## config.mk

```make
export PLATFORM = sky130hd
export DESIGN_NAME = base64_encoder_top
export DESIGN_NICKNAME = d
export VERILOG_FILES = /design/src/hw/rtl/b64e_pkg.sv /design/src/hw/rtl/b64e_front.sv /design/src/hw/rtl/b64e_queue.sv /design/src/hw/rtl/b64e_back.sv /design/src/hw/rtl/base64_encoder_top.sv
export SDC_FILE = /design/constraint.sdc
export NUM_CORES = 1
export LEC_CHECK = 0
export BUFFER_PORTS_ARGS = -buffer_cell sky130_fd_sc_hd__buf_2
export CORE_UTILIZATION = 25
export DETAILED_ROUTE_END_ITERATION = 8
export PLACE_DENSITY = 0.5
export RECOVER_POWER = 50
export SLEW_MARGIN = 20
export SYNTH_ARGS = -nofsm -noshare
export SYNTH_HDL_FRONTEND = slang
export SYNTH_SLANG_ARGS = --single-unit
```

## constraint.sdc

```tcl
create_clock -name clock -period 5 [get_ports clock]
set_clock_uncertainty 0.2 [all_clocks]
set_input_delay 0.5 -clock clock [delete_from_list [all_inputs] [get_ports clock]]
set_output_delay 0.5 -clock clock [all_outputs]
set_load 0.05 [all_outputs]
```

## src/hw/rtl/b64e_pkg.sv

```systemverilog
package b64e_pkg;

   localparam int unsigned ByteW         = 8;
   localparam int unsigned SextetW       = 6;
   localparam int unsigned CharsPerGroup = 4;
   localparam int unsigned CharIdxW      = $clog2(CharsPerGroup);
   localparam int unsigned QueueDepth    = 2;
   localparam int unsigned QueuePtrW     = (QueueDepth > 1) ? $clog2(QueueDepth) : 1;
   localparam int unsigned QueueCntW     = $clog2(QueueDepth + 1);

   localparam logic [ByteW-1:0] PadChar = 8'h3D;

   // One encoded group of four characters; chars[0] goes out first.
   typedef struct packed {
      logic [CharsPerGroup-1:0][ByteW-1:0] chars;
      logic                                last;
   } group_type;

   typedef struct packed {
      logic      valid;
      group_type group;
   } push_type;

   // Maps a 6-bit value onto the standard alphabet.
   function automatic logic [ByteW-1:0] sextet_char(input logic [SextetW-1:0] v);
      logic [ByteW-1:0] wide;
      wide = {2'b00, v};
      if (v < 6'd26) begin
         return wide + 8'd65;
      end else if (v < 6'd52) begin
         return wide + 8'd71;
      end else if (v < 6'd62) begin
         return wide - 8'd4;
      end else if (v == 6'd62) begin
         return 8'd43;
      end
      return 8'd47;
   endfunction

endpackage

```

## src/hw/rtl/b64e_front.sv

```systemverilog
module b64e_front (
   input  logic                      clock,
   input  logic                      reset,
   input  logic                      req_tvalid,
   output logic                      req_tready,
   input  logic [7:0]                req_tdata,   // [7:0] data_byte
   input  logic                      req_tlast,   // last_byte
   input  logic                      q_full,
   output b64e_pkg::push_type        push
);
   import b64e_pkg::*;

   logic [1:0]             count_ff, count_in;
   logic [ByteW-1:0]       byte0_ff, byte0_in;
   logic [ByteW-1:0]       byte1_ff, byte1_in;
   logic                   accept;
   logic                   emit;
   logic [CharsPerGroup-1:0][SextetW-1:0] sx;
   logic [CharsPerGroup-1:0]              pad;

   assign req_tready = !q_full && !reset;
   assign accept     = req_tvalid && req_tready;
   // A count of three never occurs, but it is handled as two.
   assign emit       = count_ff[1] || req_tlast;

   always_comb begin
      sx  = '0;
      pad = '0;
      case (count_ff)
         2'd0: begin
            sx[0]  = req_tdata[7:2];
            sx[1]  = {req_tdata[1:0], 4'b0000};
            pad[2] = 1'b1;
            pad[3] = 1'b1;
         end
         2'd1: begin
            sx[0]  = byte0_ff[7:2];
            sx[1]  = {byte0_ff[1:0], req_tdata[7:4]};
            sx[2]  = {req_tdata[3:0], 2'b00};
            pad[3] = 1'b1;
         end
         default: begin
            sx[0] = byte0_ff[7:2];
            sx[1] = {byte0_ff[1:0], byte1_ff[7:4]};
            sx[2] = {byte1_ff[3:0], req_tdata[7:6]};
            sx[3] = req_tdata[5:0];
         end
      endcase
   end

   always_comb begin
      push.valid      = accept && emit;
      push.group.last = req_tlast;
      for (int i = 0; i < CharsPerGroup; i++) begin
         push.group.chars[i] = pad[i] ? PadChar : sextet_char(sx[i]);
      end
   end

   always_comb begin
      count_in = count_ff;
      byte0_in = byte0_ff;
      byte1_in = byte1_ff;
      if (accept) begin
         if (emit) begin
            count_in = 2'd0;
         end else if (count_ff == 2'd0) begin
            count_in = 2'd1;
            byte0_in = req_tdata;
         end else begin
            count_in = 2'd2;
            byte1_in = req_tdata;
         end
      end
   end

   always_ff @(posedge clock) begin
      if (reset) begin
         count_ff <= 2'd0;
      end else begin
         count_ff <= count_in;
      end
      byte0_ff <= byte0_in;
      byte1_ff <= byte1_in;
   end

   a_count_range: assert property (@(posedge clock) disable iff (reset)
      count_ff != 2'd3)
      else $error("pending byte count reached three");

   a_push_on_group: assert property (@(posedge clock) disable iff (reset)
      (accept && count_ff == 2'd2) |=> count_ff == 2'd0)
      else $error("completed group did not clear the pending bytes");

endmodule

```

## src/hw/rtl/b64e_queue.sv

```systemverilog
module b64e_queue (
   input  logic                  clock,
   input  logic                  reset,
   input  b64e_pkg::push_type    push,
   output logic                  full,
   output logic                  q_valid,
   output b64e_pkg::group_type   q_group,
   input  logic                  q_pop
);
   import b64e_pkg::*;

   group_type              mem [QueueDepth];
   logic [QueuePtrW-1:0]   wr_ptr_ff, wr_ptr_in;
   logic [QueuePtrW-1:0]   rd_ptr_ff, rd_ptr_in;
   logic [QueueCntW-1:0]   count_ff, count_in;
   logic                   do_push;
   logic                   do_pop;

   assign full    = (count_ff == QueueCntW'(QueueDepth));
   assign q_valid = (count_ff != '0);
   assign q_group = mem[rd_ptr_ff];
   assign do_push = push.valid && !full;
   assign do_pop  = q_pop && q_valid;

   always_comb begin
      wr_ptr_in = wr_ptr_ff;
      rd_ptr_in = rd_ptr_ff;
      count_in  = count_ff;
      if (do_push) begin
         wr_ptr_in = (wr_ptr_ff == QueuePtrW'(QueueDepth - 1)) ? '0 : wr_ptr_ff + 1'b1;
      end
      if (do_pop) begin
         rd_ptr_in = (rd_ptr_ff == QueuePtrW'(QueueDepth - 1)) ? '0 : rd_ptr_ff + 1'b1;
      end
      if (do_push && !do_pop) begin
         count_in = count_ff + 1'b1;
      end else if (do_pop && !do_push) begin
         count_in = count_ff - 1'b1;
      end
   end

   always_ff @(posedge clock) begin
      if (reset) begin
         wr_ptr_ff <= '0;
         rd_ptr_ff <= '0;
         count_ff  <= '0;
      end else begin
         wr_ptr_ff <= wr_ptr_in;
         rd_ptr_ff <= rd_ptr_in;
         count_ff  <= count_in;
      end
   end

   always_ff @(posedge clock) begin
      if (do_push) begin
         mem[wr_ptr_ff] <= push.group;
      end
   end

   a_no_push_when_full: assert property (@(posedge clock) disable iff (reset)
      push.valid |-> !full)
      else $error("group pushed into a full queue");

   a_count_bound: assert property (@(posedge clock) disable iff (reset)
      count_ff <= QueueCntW'(QueueDepth))
      else $error("queue count out of range");

endmodule

```

## src/hw/rtl/b64e_back.sv

```systemverilog
module b64e_back (
   input  logic                  clock,
   input  logic                  reset,
   input  logic                  q_valid,
   input  b64e_pkg::group_type   q_group,
   output logic                  q_pop,
   output logic                  rsp_tvalid,
   input  logic                  rsp_tready,
   output logic [7:0]            rsp_tdata,   // [7:0] out_char
   output logic                  rsp_tlast    // out_last
);
   import b64e_pkg::*;

   localparam logic [CharIdxW-1:0] LastIdx = CharIdxW'(CharsPerGroup - 1);

   group_type             group_ff, group_in;
   logic [CharIdxW-1:0]   idx_ff, idx_in;
   logic                  busy_ff, busy_in;
   logic                  xfer;

   assign xfer       = busy_ff && rsp_tready;
   // The next group loads in the same cycle as the last character's transfer.
   assign q_pop      = q_valid && (!busy_ff || (xfer && idx_ff == LastIdx));
   assign rsp_tvalid = busy_ff;
   assign rsp_tdata  = group_ff.chars[idx_ff];
   assign rsp_tlast  = group_ff.last && (idx_ff == LastIdx);

   always_comb begin
      group_in = group_ff;
      idx_in   = idx_ff;
      busy_in  = busy_ff;
      if (xfer) begin
         idx_in = idx_ff + 1'b1;
         if (idx_ff == LastIdx) begin
            busy_in = 1'b0;
         end
      end
      if (q_pop) begin
         group_in = q_group;
         idx_in   = '0;
         busy_in  = 1'b1;
      end
   end

   always_ff @(posedge clock) begin
      if (reset) begin
         busy_ff <= 1'b0;
         idx_ff  <= '0;
      end else begin
         busy_ff <= busy_in;
         idx_ff  <= idx_in;
      end
      group_ff <= group_in;
   end

   a_idle_index: assert property (@(posedge clock) disable iff (reset)
      !busy_ff |-> idx_ff == '0)
      else $error("character index moved while idle");

   a_advance: assert property (@(posedge clock) disable iff (reset)
      (xfer && idx_ff != LastIdx) |=> busy_ff && idx_ff == $past(idx_ff) + 1'b1)
      else $error("character index did not advance after a transfer");

endmodule

```

## src/hw/rtl/base64_encoder_top.sv

```systemverilog
// Path: a byte that completes or ends a group is written into the group queue and then
// loaded into the output serializer, which sends its four characters in order.
// Throughput: one character per cycle from the output serializer while the receiver is ready;
// a byte is taken every cycle while the two-group queue has room.
// Reset clears the pending byte count, the queue and the serializer; no clearing pass.
module base64_encoder_top (
   input  logic        clock,
   input  logic        reset,
   input  logic        req_tvalid,
   output logic        req_tready,
   input  logic [7:0]  req_tdata,   // [7:0] data_byte
   input  logic        req_tlast,   // last_byte
   output logic        rsp_tvalid,
   input  logic        rsp_tready,
   output logic [7:0]  rsp_tdata,   // [7:0] out_char
   output logic        rsp_tlast    // out_last
);
   import b64e_pkg::*;

   push_type    push;
   logic        q_full;
   logic        q_valid;
   group_type   q_group;
   logic        q_pop;

   b64e_front u_front (
      .clock      (clock),
      .reset      (reset),
      .req_tvalid (req_tvalid),
      .req_tready (req_tready),
      .req_tdata  (req_tdata),
      .req_tlast  (req_tlast),
      .q_full     (q_full),
      .push       (push)
   );

   b64e_queue u_queue (
      .clock   (clock),
      .reset   (reset),
      .push    (push),
      .full    (q_full),
      .q_valid (q_valid),
      .q_group (q_group),
      .q_pop   (q_pop)
   );

   b64e_back u_back (
      .clock      (clock),
      .reset      (reset),
      .q_valid    (q_valid),
      .q_group    (q_group),
      .q_pop      (q_pop),
      .rsp_tvalid (rsp_tvalid),
      .rsp_tready (rsp_tready),
      .rsp_tdata  (rsp_tdata),
      .rsp_tlast  (rsp_tlast)
   );

endmodule

```

==> results.tsv, run 1 <==
stage	metric	value	unit
clock_tree	clock-sinks	124	
synth	yosysUniqueCellTypes	67	
floorplan	core_region_area	24530	um^2
detailed_routing	dr.pass1.iters	5	
min_path	worst_hold_path.endpoint	u_queue.wr_ptr_ff	
clock_tree	numCtsBuffers	17	
worst_setup_path	cp.required	4.95	ns
worst_setup_path	end_kind	flip-flop	
timing	finalSetupViolCount	0	
min_path	min_path_cells	2	
detailed_routing	vias	4104	
timing	whs	0.2245	ns
worst_setup_path	crit_fanout	36	
worst_setup_path	slowest_delay	1.01	ns
detailed_routing	drc	0	
min_path	hp-class	input port to flip-flop	
pwr	powerDensity	453.7	nW/um^2
synth	yosysSeqAreaShare	57.62	%
synth	synth_top_area_share	54.76	%
timing	relSlewSlack	-0.3522	%
min_path	min_from	reset	
floorplan	die_w	160.8	um
layout	nets	555	
synth	synth-seq-cells	124	
detailed_routing	routed_wl	14400	um
detailed_routing	wire_per_inst	16.72	um
run_status	violations	max-capacitance violations, max-slew violations	
synth	synth_area_leader_cell	edfxtp_1	
worst_setup_path	critPathSlowestCell	clkbuf_1	
detailed_routing	avgViaCountPerCell	4.767	
clock_tree	post_cts_buffers	0	
clock_tree	cts_tree	done	
worst_setup_path	critical_path.cell_chain	clkbuf_1 -> and2_1 -> inv_1 -> ha_1 -> a22o_1 -> a21o_1 -> o2111a_1 -> o21ai_0 -> or3b_2	
global_routing	grt_pass1_vias	3931	
placement	dpl.hpwl	9796	um
pwr	total_power	3.338	mW
floorplan	num_rows	57	
run_status	outcome	finished with violations	
placement	io_buffers	23	
pwr	irDropWorstVdd	0.2309	mV
global_routing	grt_pass1_wl	22470	um
worst_setup_path	regToRegEndpoint	u_queue.mem[0][27]	
layout	diodes	0	
timing	period_share	78.01	%
placement	gp_congestion	0.8568	
clock_tree	htree_num_levels	4	
timing	min_period	3.900	ns
worst_setup_path	cp_top_family	buffers and inverters	
synth	async_reset_ff_share	0	%
timing	clock.fmax	256.4	MHz
detailed_routing	ant_nets	0	
worst_setup_path	arrival	3.85	ns
timing	tightest_slew	1.505	ns
worst_setup_path	rrSetupSlack	1.10	ns
floorplan	die_h	160.8	um
synth	syn_inst	504	
clock_tree	postCtsHoldBufs	0	
worst_setup_path	r2r_cells	9	
synth	ys_warn_count	0	
clock_tree	clockBufferDepth	2	
floorplan	ios	24	
layout	fin_area	7356	um^2
synth	synth_top_cells_by_area	edfxtp_1 (55%), mux2_2 (6.3%), ha_1 (3.6%)	
timing	final_hold_viol_count	0	
worst_setup_path	path_buf_inv	2	
job	max_cap_violations	1	
timing	rsz0062_at_grt	no	
global_routing	grt.overflow.total	0	
clock_tree	clkTransAtPathRegs	0.06	ns
placement	placed_area	6743	um^2
worst_setup_path	r2r-start	u_front.count_ff[1]	
global_routing	antenna_found_initial	0	
clock_tree	clock_latency	0.42	ns
layout	drive_above_1_share	17.88	%
placement	placedCellCount	829	
worst_setup_path	critPathKind	flip-flop to flip-flop	
floorplan	initial_utilization	25.70	%
layout	fin_cells	861	
pwr	leakage	2.481	nW
clock_tree	cts_root_buf	clkbuf_16	
timing	final_max_slew_viol_count	24	
floorplan	die_area	25860	um^2
global_routing	grt_max_degree	38	
global_routing	track_usage	11.62	%
worst_setup_path	start_kind	flip-flop	
synth	yosys_most_used_dff	edfxtp_1	
synth	synth_area_per_cell	12.51	um^2
synth	synth-edff-count	115	
detailed_routing	dr.first_iter.drc_count	367	
timing	tns	0	ns
synth	mappedNetlistArea	6306	um^2
layout	area_growth	16.65	%
clock_tree	ctsResizeCount	0	
==> power by group <==
part	internal, mW	switching, mW
clock network	0.850	0.450
logic	0.233	0.418
registers	1.31	0.0728
==> flip-flops by register name (all words and copies together), names as in the netlist <==
register / cells
u_front.count_ff: 2
u_queue.count_ff: 2
u_back.group_ff: 33
u_queue.rd_ptr_ff: 1
u_queue.mem: 66
u_back.rsp_tvalid: 1
u_front.byte1_ff: 8
u_back.idx_ff: 2
u_front.byte0_ff: 8
u_queue.wr_ptr_ff: 1
==> routing by layer <==
metal	vias to the layer above	share of wire (%)	GRT usage, %
met5	-	0	0
met2	106	45	17.12
met3	16	4.4	2.815
li1	1963	-	-
met1	2019	49	16.28
met4	0	1.3	4.674
==> layout by cell type, fill, tap and decap left out, types with 4 or more instances in the layout <==
master / count
a31oi_1: 5
buf_2: 12
nand3_1: 15
conb_1: 4
nand2_1: 36
xor2_1: 6
nand4_1: 4
inv_1: 24
ha_1: 18
a21o_1: 4
or3_1: 5
edfxtp_1: 115
mux2i_1: 12
nor2_1: 26
o211ai_1: 8
a211o_1: 4
clkbuf_16: 17
a22oi_1: 8
nor2b_1: 6
dfxtp_1: 8
a21oi_1: 21
mux2_2: 33
clkbuf_1: 14
and2_1: 5
mux4_2: 8
a22o_1: 5
nor3_1: 7
bufinv_16: 4
nand3b_1: 7
a211oi_1: 4
o21ai_0: 22
==> cells in the mapped netlist (all sizes together) (2+ instances only) <==
cell type and number:
xor2 6, and2 9, o311ai 3, inv 24, nand4b 3, nand3 15, or3 5, nand2 36
nand3b 7, a31o 3, dfxtp 9, a211o 4, mux2i 12, o31ai 3, o22ai 2, o211ai 8
nor2b 6, a21o 4, mux4 8, nor2 27, a31oi 5, a22o 5, a22oi 8, or3b 4
ha 18, o2bb2ai 2, nor3 7, mux2 35, and3 3, edfxtp 115, buf 15, o21a 2
or2 2, a21boi 2, clkbuf 15, nand4 4, a21oi 22, xnor2 3, a211oi 4, o21ai 23
==> worst max-delay path by stage <==
stage	from	endpoint	slack (ns)	cells past startpoint
floorplan	u_front.count_ff[1]	u_queue.mem[0][0]	1.06	6
global placement	u_front.count_ff[0]	u_queue.mem[0][11]	1.82	8
detailed placement	u_front.count_ff[0]	u_queue.mem[0][11]	1.62	8
CTS	u_front.count_ff[0]	u_queue.mem[0][11]	1.62	8
global route	u_front.count_ff[1]	u_queue.mem[0][27]	0.83	9
finish	u_front.count_ff[1]	u_queue.mem[0][27]	1.10	9
==> kinds of logic (layout without fill, tap and decap cells) <==
kind of cell             count (synthesis)  in the layout  synth area share (%)
flip-flops                             124            124                 57.62
AND/OR/NAND/NOR                        133            133                 10.91
other                                    1              4               0.05947
multiplexers                            55             55                 11.01
adder cells (fa/ha/maj)                 18             18                 3.571
AO/OA/AOI/OAI                          110            110                 11.77
XOR/XNOR                                 9              9                 1.250
buffers and inverters                   54             84                 3.809
==> final cells by class <==
type / count / area (um^2)
Timing Repair Buffer: 28 / 131.4
Sequential cell: 124 / 3635
Tap cell: 324 / 405.4
Clock inverter: 13 / 188.9
Multi-Input combinational cell: 329 / 2462
Fill cell: 2491 / 17180
Inverter: 24 / 90.09
Clock buffer: 19 / 442.9
==> through the flow <==
stage / worst slack (ns) / util [%]
global route: 0.8316 / 29.98
detailed placement: 1.620 / 27.48
global placement: 1.823 / 27.48
finish: 1.100 / 29.98
CTS: 1.622 / 30.06
floorplan: 1.056 / -
No activity file was read; power rests on OpenSTA's default activity.
==> run 2: changes to the inputs <==
==> constraint.sdc (replaced) <==
create_clock -name clock -period 3.98 [get_ports clock]
set_clock_uncertainty 0.2 [all_clocks]
set_input_delay 0.398 -clock clock [delete_from_list [all_inputs] [get_ports clock]]
set_output_delay 0.398 -clock clock [all_outputs]
set_load 0.05 [all_outputs]
==> run 2 against run 1 <==
  * The run still ends with max-capacitance violations, max-slew violations left
  * Global-route usage shrank 0.33 points
  * Non-clock buffer count is 3 higher
  * First-iteration DRC count decreased by 0.82%
  * Critical endpoint is now u_queue.mem[1][12]
  * Flip-flop and latch count is the same
  * Worst hold slack lost 0.13 ns
  * Final area shrank 1.0%
  * Highest routed layer unchanged
  * Routed wire length down 1.8%
  * Register-to-register slack worse by 0.52 ns
  * Setup slack got worse by 0.52 ns
==> results.tsv, run 2 (same netlist as run 1, synthesis figures left out) <==
stage	metric	value	unit	change
clock_tree	ctsResizeCount	0		unchanged
pwr	powerDensity	550.3	nW/um^2	+21%
placement	placed_area	6765	um^2	+0.33%
floorplan	num_rows	57		unchanged
worst_setup_path	arrival	3.38	ns	-0.47 ns
detailed_routing	routed_wl	14130	um	-1.8%
clock_tree	clock-sinks	124		unchanged
run_status	outcome	finished with violations		
layout	reg_top3	u_queue.mem (66), u_back.group_ff (33)		
timing	tns	0	ns	unchanged
global_routing	grt.overflow.total	0		unchanged
placement	gp_congestion	0.8100		-5.5%
worst_setup_path	path_buf_inv	0		-2
worst_setup_path	r2r_cells	8		-1
timing	finalSetupViolCount	0		unchanged
detailed_routing	vias	4071		-0.80%
detailed_routing	avgViaCountPerCell	4.712		-1.1%
timing	clock.fmax	294.3	MHz	+15%
clock_tree	clkTransAtPathRegs	0.06	ns	about the same
min_path	min_path_cells	4		+2
global_routing	grt_max_degree	37		-2.6%
global_routing	grt_pass1_vias	3835		-2.4%
global_routing	grt_pass1_wl	22160	um	-1.4%
floorplan	initial_utilization	25.70	%	unchanged
global_routing	antenna_found_initial	0		unchanged
layout	fin_area	7281	um^2	-1.0%
floorplan	ios	24		unchanged
timing	rsz0062_at_grt	no		
layout	nets	558		+0.54%
layout	regMostFlops	u_queue.mem		
timing	fin_ws	0.5822	ns	-0.5175 ns
global_routing	track_usage	11.28	%	-0.33 points
layout	diodes	0		unchanged
placement	preCtsSetupSlack	0.8061	ns	-0.8137 ns
worst_setup_path	cp_top_family	compound AO/OA/AOI/OAI gates		
job	max_cap_violations	2		+1
worst_setup_path	critPathSlowestCell	dfxtp_1		
floorplan	die_area	25860	um^2	unchanged
worst_setup_path	crit_fanout	28		-22%
clock_tree	cts_root_buf	clkbuf_16		
layout	area_growth	15.46	%	
clock_tree	post_cts_buffers	0		unchanged
timing	relSlewSlack	-37.59	%	-37 points
worst_setup_path	end_kind	flip-flop		
min_path	min_from	rsp_tready		
min_path	hp-class	input port to flip-flop		
clock_tree	htree_num_levels	4		unchanged
pwr	irDropWorstVdd	0.2646	mV	+15%
timing	final_hold_viol_count	0		unchanged
worst_setup_path	rrSetupSlack	0.58	ns	-0.52 ns
layout	fin_util	29.68	%	-0.31 points
worst_setup_path	critPathKind	flip-flop to flip-flop		
detailed_routing	dr.pass1.iters	5		unchanged
placement	dpl.hpwl	9674	um	-1.2%
floorplan	die_h	160.8	um	unchanged
pwr	leakage	2.456	nW	-0.99%
timing	tightest_slew	2.064	ns	+0.5586 ns
timing	period_share	85.37	%	+7.4 points
floorplan	die_w	160.8	um	unchanged
worst_setup_path	critical_path.cell_chain	nor2b_1 -> a22o_1 -> ha_1 -> a211o_1 -> o22ai_1 -> a22o_1 -> a211oi_1 -> a211oi_1		
layout	drive_above_1_share	16.30	%	-1.6 points
clock_tree	postCtsHoldBufs	0		unchanged
min_path	worst_hold_path.endpoint	u_back.rsp_tvalid		
worst_setup_path	start_kind	flip-flop		
run_status	violations	max-capacitance violations, max-slew violations		
worst_setup_path	slowest_delay	0.85	ns	-0.16 ns
detailed_routing	wire_per_inst	16.36	um	-2.2%
detailed_routing	drc	0		unchanged
timing	min_period	3.398	ns	-0.5025 ns
clock_tree	numCtsBuffers	17		unchanged
worst_setup_path	regToRegEndpoint	u_queue.mem[1][12]		
detailed_routing	dr.first_iter.drc_count	364		-0.82%
clock_tree	clockBufferDepth	2		unchanged
timing	final_max_slew_viol_count	69		+190%
layout	layout_commonest_cell	edfxtp_1		
clock_tree	clock_latency	0.41	ns	about the same
worst_setup_path	r2r-start	u_front.count_ff[1]		
layout	final_cell_mix	edfxtp_1 (115), nand2_1 (36), mux2_2 (31), nor2_1 (27), inv_1 (24)		
clock_tree	cts_tree	done		
detailed_routing	ant_nets	0		unchanged
placement	io_buffers	23		unchanged
worst_setup_path	cp.required	3.96	ns	-0.99 ns
layout	largest_reg_flops	66		unchanged
floorplan	core_region_area	24530	um^2	unchanged
## run 2: changes by cell type in the layout (fill, tap and decap cells not counted), sizes merged
cell,previous run,this run
bufinv,4,2
clkinvlp,2,1
clkbuf,32,38
## run 2: how the worst max path moves through the flow
stage,startpoint,to,depth (start not counted),slack (ns)
after global placement,req_tdata[7],u_queue.mem[0][11],9,0.95
final,u_front.count_ff[1],u_queue.mem[1][12],8,0.58
after global routing,u_front.count_ff[1],u_queue.mem[1][11],8,0.34
after detailed placement,req_tdata[7],u_queue.mem[0][11],9,0.81
after floorplan,u_front.count_ff[1],u_queue.mem[0][0],6,0.04
after CTS,u_front.count_ff[0],u_queue.mem[1][11],8,0.87
## run 2: worst min-delay path: stages
cell,delay (ns)
buf_2,0.09
nand2_1,0.06
nand2_1,0.06
a21oi_1,0.05
## run 2: final cells by class
type / instances / area [um^2]
clock buffer: 22 / 444.2
fill: 2476 / 17250
clock inverter: 10 / 116.4
tap: 324 / 405.4
timing repair buffer: 31 / 145.1
sequential: 124 / 3633
inverter: 24 / 90.09
multi-input combinational: 329 / 2446
## run 2: stage by stage
step / std cells / hold WS (ns) / total power, mW
final: 864 / 0.08981 / 4.006
after global routing: 864 / 0.1255 / 4.192
after CTS: 864 / 0.07845 / 4.070
after detailed placement: 832 / 0.3227 / 2.602
after global placement: 832 / 0.3009 / 2.591
after floorplan: 507 / 0.2849 / 2.372
## run 2: routing by layer
metal	GRT usage, %	share of wire, %	wire length [um]	up-vias
met3	2.918	5.0	709	17
met5	0	0	0	-
met4	3.516	0.96	136	0
met1	16.16	50	7003	1974
met2	16.53	44	6284	109
li1	-	-	-	1971
## run 2: report_power, final
part | total, mW | internal, mW | switching, mW
registers | 1.72 | 1.66 | 0.0678
logic | 0.825 | 0.289 | 0.536
clock network | 1.46 | 0.922 | 0.536
==> run 3: changes to the inputs <==
--- a/config.mk
+++ b/config.mk
@@ -5,6 +5,7 @@
 export SDC_FILE = /design/constraint.sdc
 export NUM_CORES = 1
 export LEC_CHECK = 0
+export ABC_AREA = 1
 export BUFFER_PORTS_ARGS = -buffer_cell sky130_fd_sc_hd__buf_2
 export CORE_UTILIZATION = 25
 export DETAILED_ROUTE_END_ITERATION = 8
==> constraint.sdc (replaced) <==
create_clock -name clock -period 3.2 [get_ports clock]
set_clock_uncertainty 0.2 [all_clocks]
set_input_delay 0.32 -clock clock [delete_from_list [all_inputs] [get_ports clock]]
set_output_delay 0.32 -clock clock [all_outputs]
set_load 0.05 [all_outputs]
==> run 3 against run 2 <==
  * The run now ends clean
  * Routed wire length fell by 2.8%
  * Clock-buffer cell count increased by 4
  * Via count grew 6.0%
  * Setup slack gained 0.11 ns
  * Clock power increased by 32%
  * Die area is 0.82% lower
  * Critical path type unchanged
  * Global-route usage up 0.11 points
  * Synthesized cell count is 31% higher
  * Power increased by 35%
  * Critical path depth grew 3
  * Maximum frequency is 35% higher
==> results.tsv, run 3 <==
stage	metric	value	unit	change
synth	synth_area_per_cell	9.504	um^2	-24%
synth	synth_area_leader_cell	edfxtp_1		
layout	fin_area	7385	um^2	+1.4%
worst_setup_path	slowest_delay	0.56	ns	-0.29 ns
detailed_routing	ant_nets	0		unchanged
synth	synth-seq-cells	124		unchanged
placement	preCtsSetupSlack	0.7992	ns	-0.006897 ns
layout	layout_commonest_cell	nand2_1		
placement	io_buffers	23		unchanged
synth	yosys_most_used_dff	edfxtp_1		
worst_setup_path	regToRegEndpoint	u_queue.mem[1][3]		
pwr	powerDensity	732.1	nW/um^2	+33%
timing	final_hold_viol_count	0		unchanged
worst_setup_path	critical_path.cell_chain	inv_1 -> nand2_1 -> nand2_1 -> nand2_1 -> nand2_1 -> nand2_1 -> inv_1 -> nand2_1 -> nand2_1 -> nand2_1 -> nand3_1		
timing	clock.fmax	398.4	MHz	+35%
global_routing	track_usage	11.39	%	+0.11 points
worst_setup_path	crit_fanout	9		-68%
floorplan	ios	24		unchanged
global_routing	grt_max_degree	35		-5.4%
global_routing	grt_pass1_vias	4219		+10%
layout	area_growth	18.09	%	
layout	reg_top3	u_queue.mem (66), u_back.group_ff (33)		
clock_tree	clock-sinks	124		unchanged
worst_setup_path	end_kind	flip-flop		
layout	regMostFlops	u_queue.mem		
worst_setup_path	start_kind	flip-flop		
worst_setup_path	cp_top_family	simple AND/OR/NAND/NOR gates		
layout	final_cell_mix	nand2_1 (233), edfxtp_1 (115), inv_1 (56), nor2_1 (42), nand3_1 (36)		
timing	period_share	78.45	%	-6.9 points
global_routing	antenna_found_initial	0		unchanged
floorplan	die_w	160.2	um	-0.41%
floorplan	initial_utilization	25.56	%	-0.14 points
clock_tree	cts_tree	done		
clock_tree	htree_num_levels	4		unchanged
pwr	total_power	5.406	mW	+35%
worst_setup_path	path_buf_inv	2		+2
timing	finalSetupViolCount	0		unchanged
detailed_routing	wire_per_inst	13.19	um	-19%
detailed_routing	vias	4314		+6.0%
clock_tree	ctsResizeCount	0		unchanged
timing	tns	0	ns	unchanged
layout	largest_reg_flops	66		unchanged
layout	drive_above_1_share	11.56	%	-4.7 points
global_routing	grt_pass1_wl	22480	um	+1.5%
synth	synth.most_common_cell	nand2_1		
layout	diodes	0		unchanged
detailed_routing	routed_wl	13740	um	-2.8%
placement	placed_area	6779	um^2	+0.20%
timing	tightest_slew	1.179	ns	-0.8848 ns
pwr	leakage	2.987	nW	+22%
worst_setup_path	cp.required	3.15	ns	-0.81 ns
worst_setup_path	path_depth	11		+3
worst_setup_path	critPathKind	flip-flop to flip-flop		
detailed_routing	avgViaCountPerCell	4.140		-12%
pwr	irDropWorstVdd	0.3808	mV	+44%
floorplan	die_h	160.2	um	-0.41%
timing	final_max_slew_viol_count	0		-100%
synth	async_reset_ff_share	0	%	unchanged
synth	yosysSeqAreaShare	58.10	%	+0.48 points
min_path	min_from	req_tdata[0]		
timing	whs	0.1132	ns	+0.02343 ns
run_status	outcome	completed		
min_path	hp-class	input port to flip-flop		
timing	rsz0062_at_grt	no		
floorplan	num_rows	57		unchanged
min_path	min_path_cells	1		-3
layout	fin_util	30.19	%	+0.51 points
min_path	worst_hold_path.endpoint	u_front.byte1_ff[0]		
worst_setup_path	critPathSlowestCell	dfxtp_1		
worst_setup_path	r2r_cells	11		+3
timing	min_period	2.510	ns	-0.8874 ns
floorplan	core_region_area	24460	um^2	-0.29%
synth	yosysUniqueCellTypes	37		-45%
placement	placedCellCount	1003		+21%
clock_tree	clock_latency	0.41	ns	about the same
layout	nets	736		+32%
clock_tree	clockBufferDepth	2		unchanged
placement	gp_congestion	0.8362		+3.2%
synth	synthTopCellsByCount	nand2_1 (228), edfxtp_1 (115), inv_1 (54)		
clock_tree	cts_root_buf	clkbuf_16		
placement	dpl.hpwl	9950	um	+2.9%
worst_setup_path	arrival	2.46	ns	-0.92 ns
synth	synth-edff-count	115		unchanged
worst_setup_path	r2r-start	u_front.count_ff[0]		
synth	synth_top_area_share	55.22	%	+0.46 points
clock_tree	numCtsBuffers	17		unchanged
worst_setup_path	path_common_cell	nand2_1		
floorplan	die_area	25650	um^2	-0.82%
timing	fin_ws	0.6896	ns	+0.1074 ns
detailed_routing	drc	0		unchanged
detailed_routing	dr.first_iter.drc_count	258		-29%
synth	ys_warn_count	0		unchanged
synth	mappedNetlistArea	6253	um^2	-0.83%
global_routing	grt.overflow.total	0		unchanged
detailed_routing	dr.pass1.iters	5		unchanged
clock_tree	post_cts_buffers	0		unchanged
timing	relSlewSlack	21.40	%	+59 points
synth	synth_top_cells_by_area	edfxtp_1 (55%), nand2_1 (14%), ha_1 (3.6%)		
layout	fin_cells	1042		+21%
synth	syn_inst	658		+31%
clock_tree	clkTransAtPathRegs	0.06	ns	about the same
worst_setup_path	rrSetupSlack	0.69	ns	+0.11 ns
job	max_cap_violations	0		-2
==> run 3: final cells by class <==
type | instances | area, um^2
fillers | 2547 | 17080
well taps | 324 | 405.4
flip-flops and latches | 124 | 3633
repair buffers | 41 | 237.7
inverters | 64 | 242.7
multi-input cells | 457 | 2251
clock buffers | 26 | 574.3
clock inverters | 6 | 40.04
==> run 3: worst max path at each step <==
stage,startpoint,to,slack (ns)
detailed placement,u_front.count_ff[0],u_queue.mem[0][11],0.80
floorplan,u_queue.count_ff[0],u_queue.mem[1][0],-0.03
global placement,u_front.count_ff[0],u_queue.mem[0][11],0.86
global route,u_front.count_ff[0],u_queue.mem[1][3],0.37
finish,u_front.count_ff[0],u_queue.mem[1][3],0.69
CTS,u_back.idx_ff[0],rsp_tdata[0],0.77
==> run 3: logic make-up after synthesis <==
logic type | Yosys count | synth area share, %
buffers and inverters | 80 | 5.382
AOI/OAI and AO/OA | 71 | 6.403
DFF | 124 | 58.10
xor gates and xnor gates | 15 | 2.101
adders and majority gates | 18 | 3.602
and+or+nand+nor | 349 | 24.35
other | 1 | 0.05997
==> run 3: repair_timing <==
item / 4_1_cts / 5_1_grt
hold buffers: 7 / 0
endpoints found under the hold margin: 14 / 0
endpoints found under the setup margin: 0 / 0
==> run 3: layer usage <==
metal / track usage [%] / up-vias / part of all wire [%]
met2: 16.56 / 88 / 43
met1: 16.33 / 1946 / 51
met5: 0 / - / 0
met3: 2.987 / 9 / 4.7
met4: 3.636 / 0 / 1.1
li1: - / 2271 / -
==> run 3: power breakdown <==
group          switching (mW)  internal (mW)
clock network           0.675           1.24
registers              0.0984           2.17
logic                   0.938          0.285
==> run 3: worst register-to-register path, stage by stage (launching register included) <==
cell	delay, ns
dfxtp_1	0.56
inv_1	0.16
nand2_1	0.27
nand2_1	0.09
nand2_1	0.28
nand2_1	0.09
nand2_1	0.23
inv_1	0.10
nand2_1	0.07
nand2_1	0.06
nand2_1	0.06
nand3_1	0.08
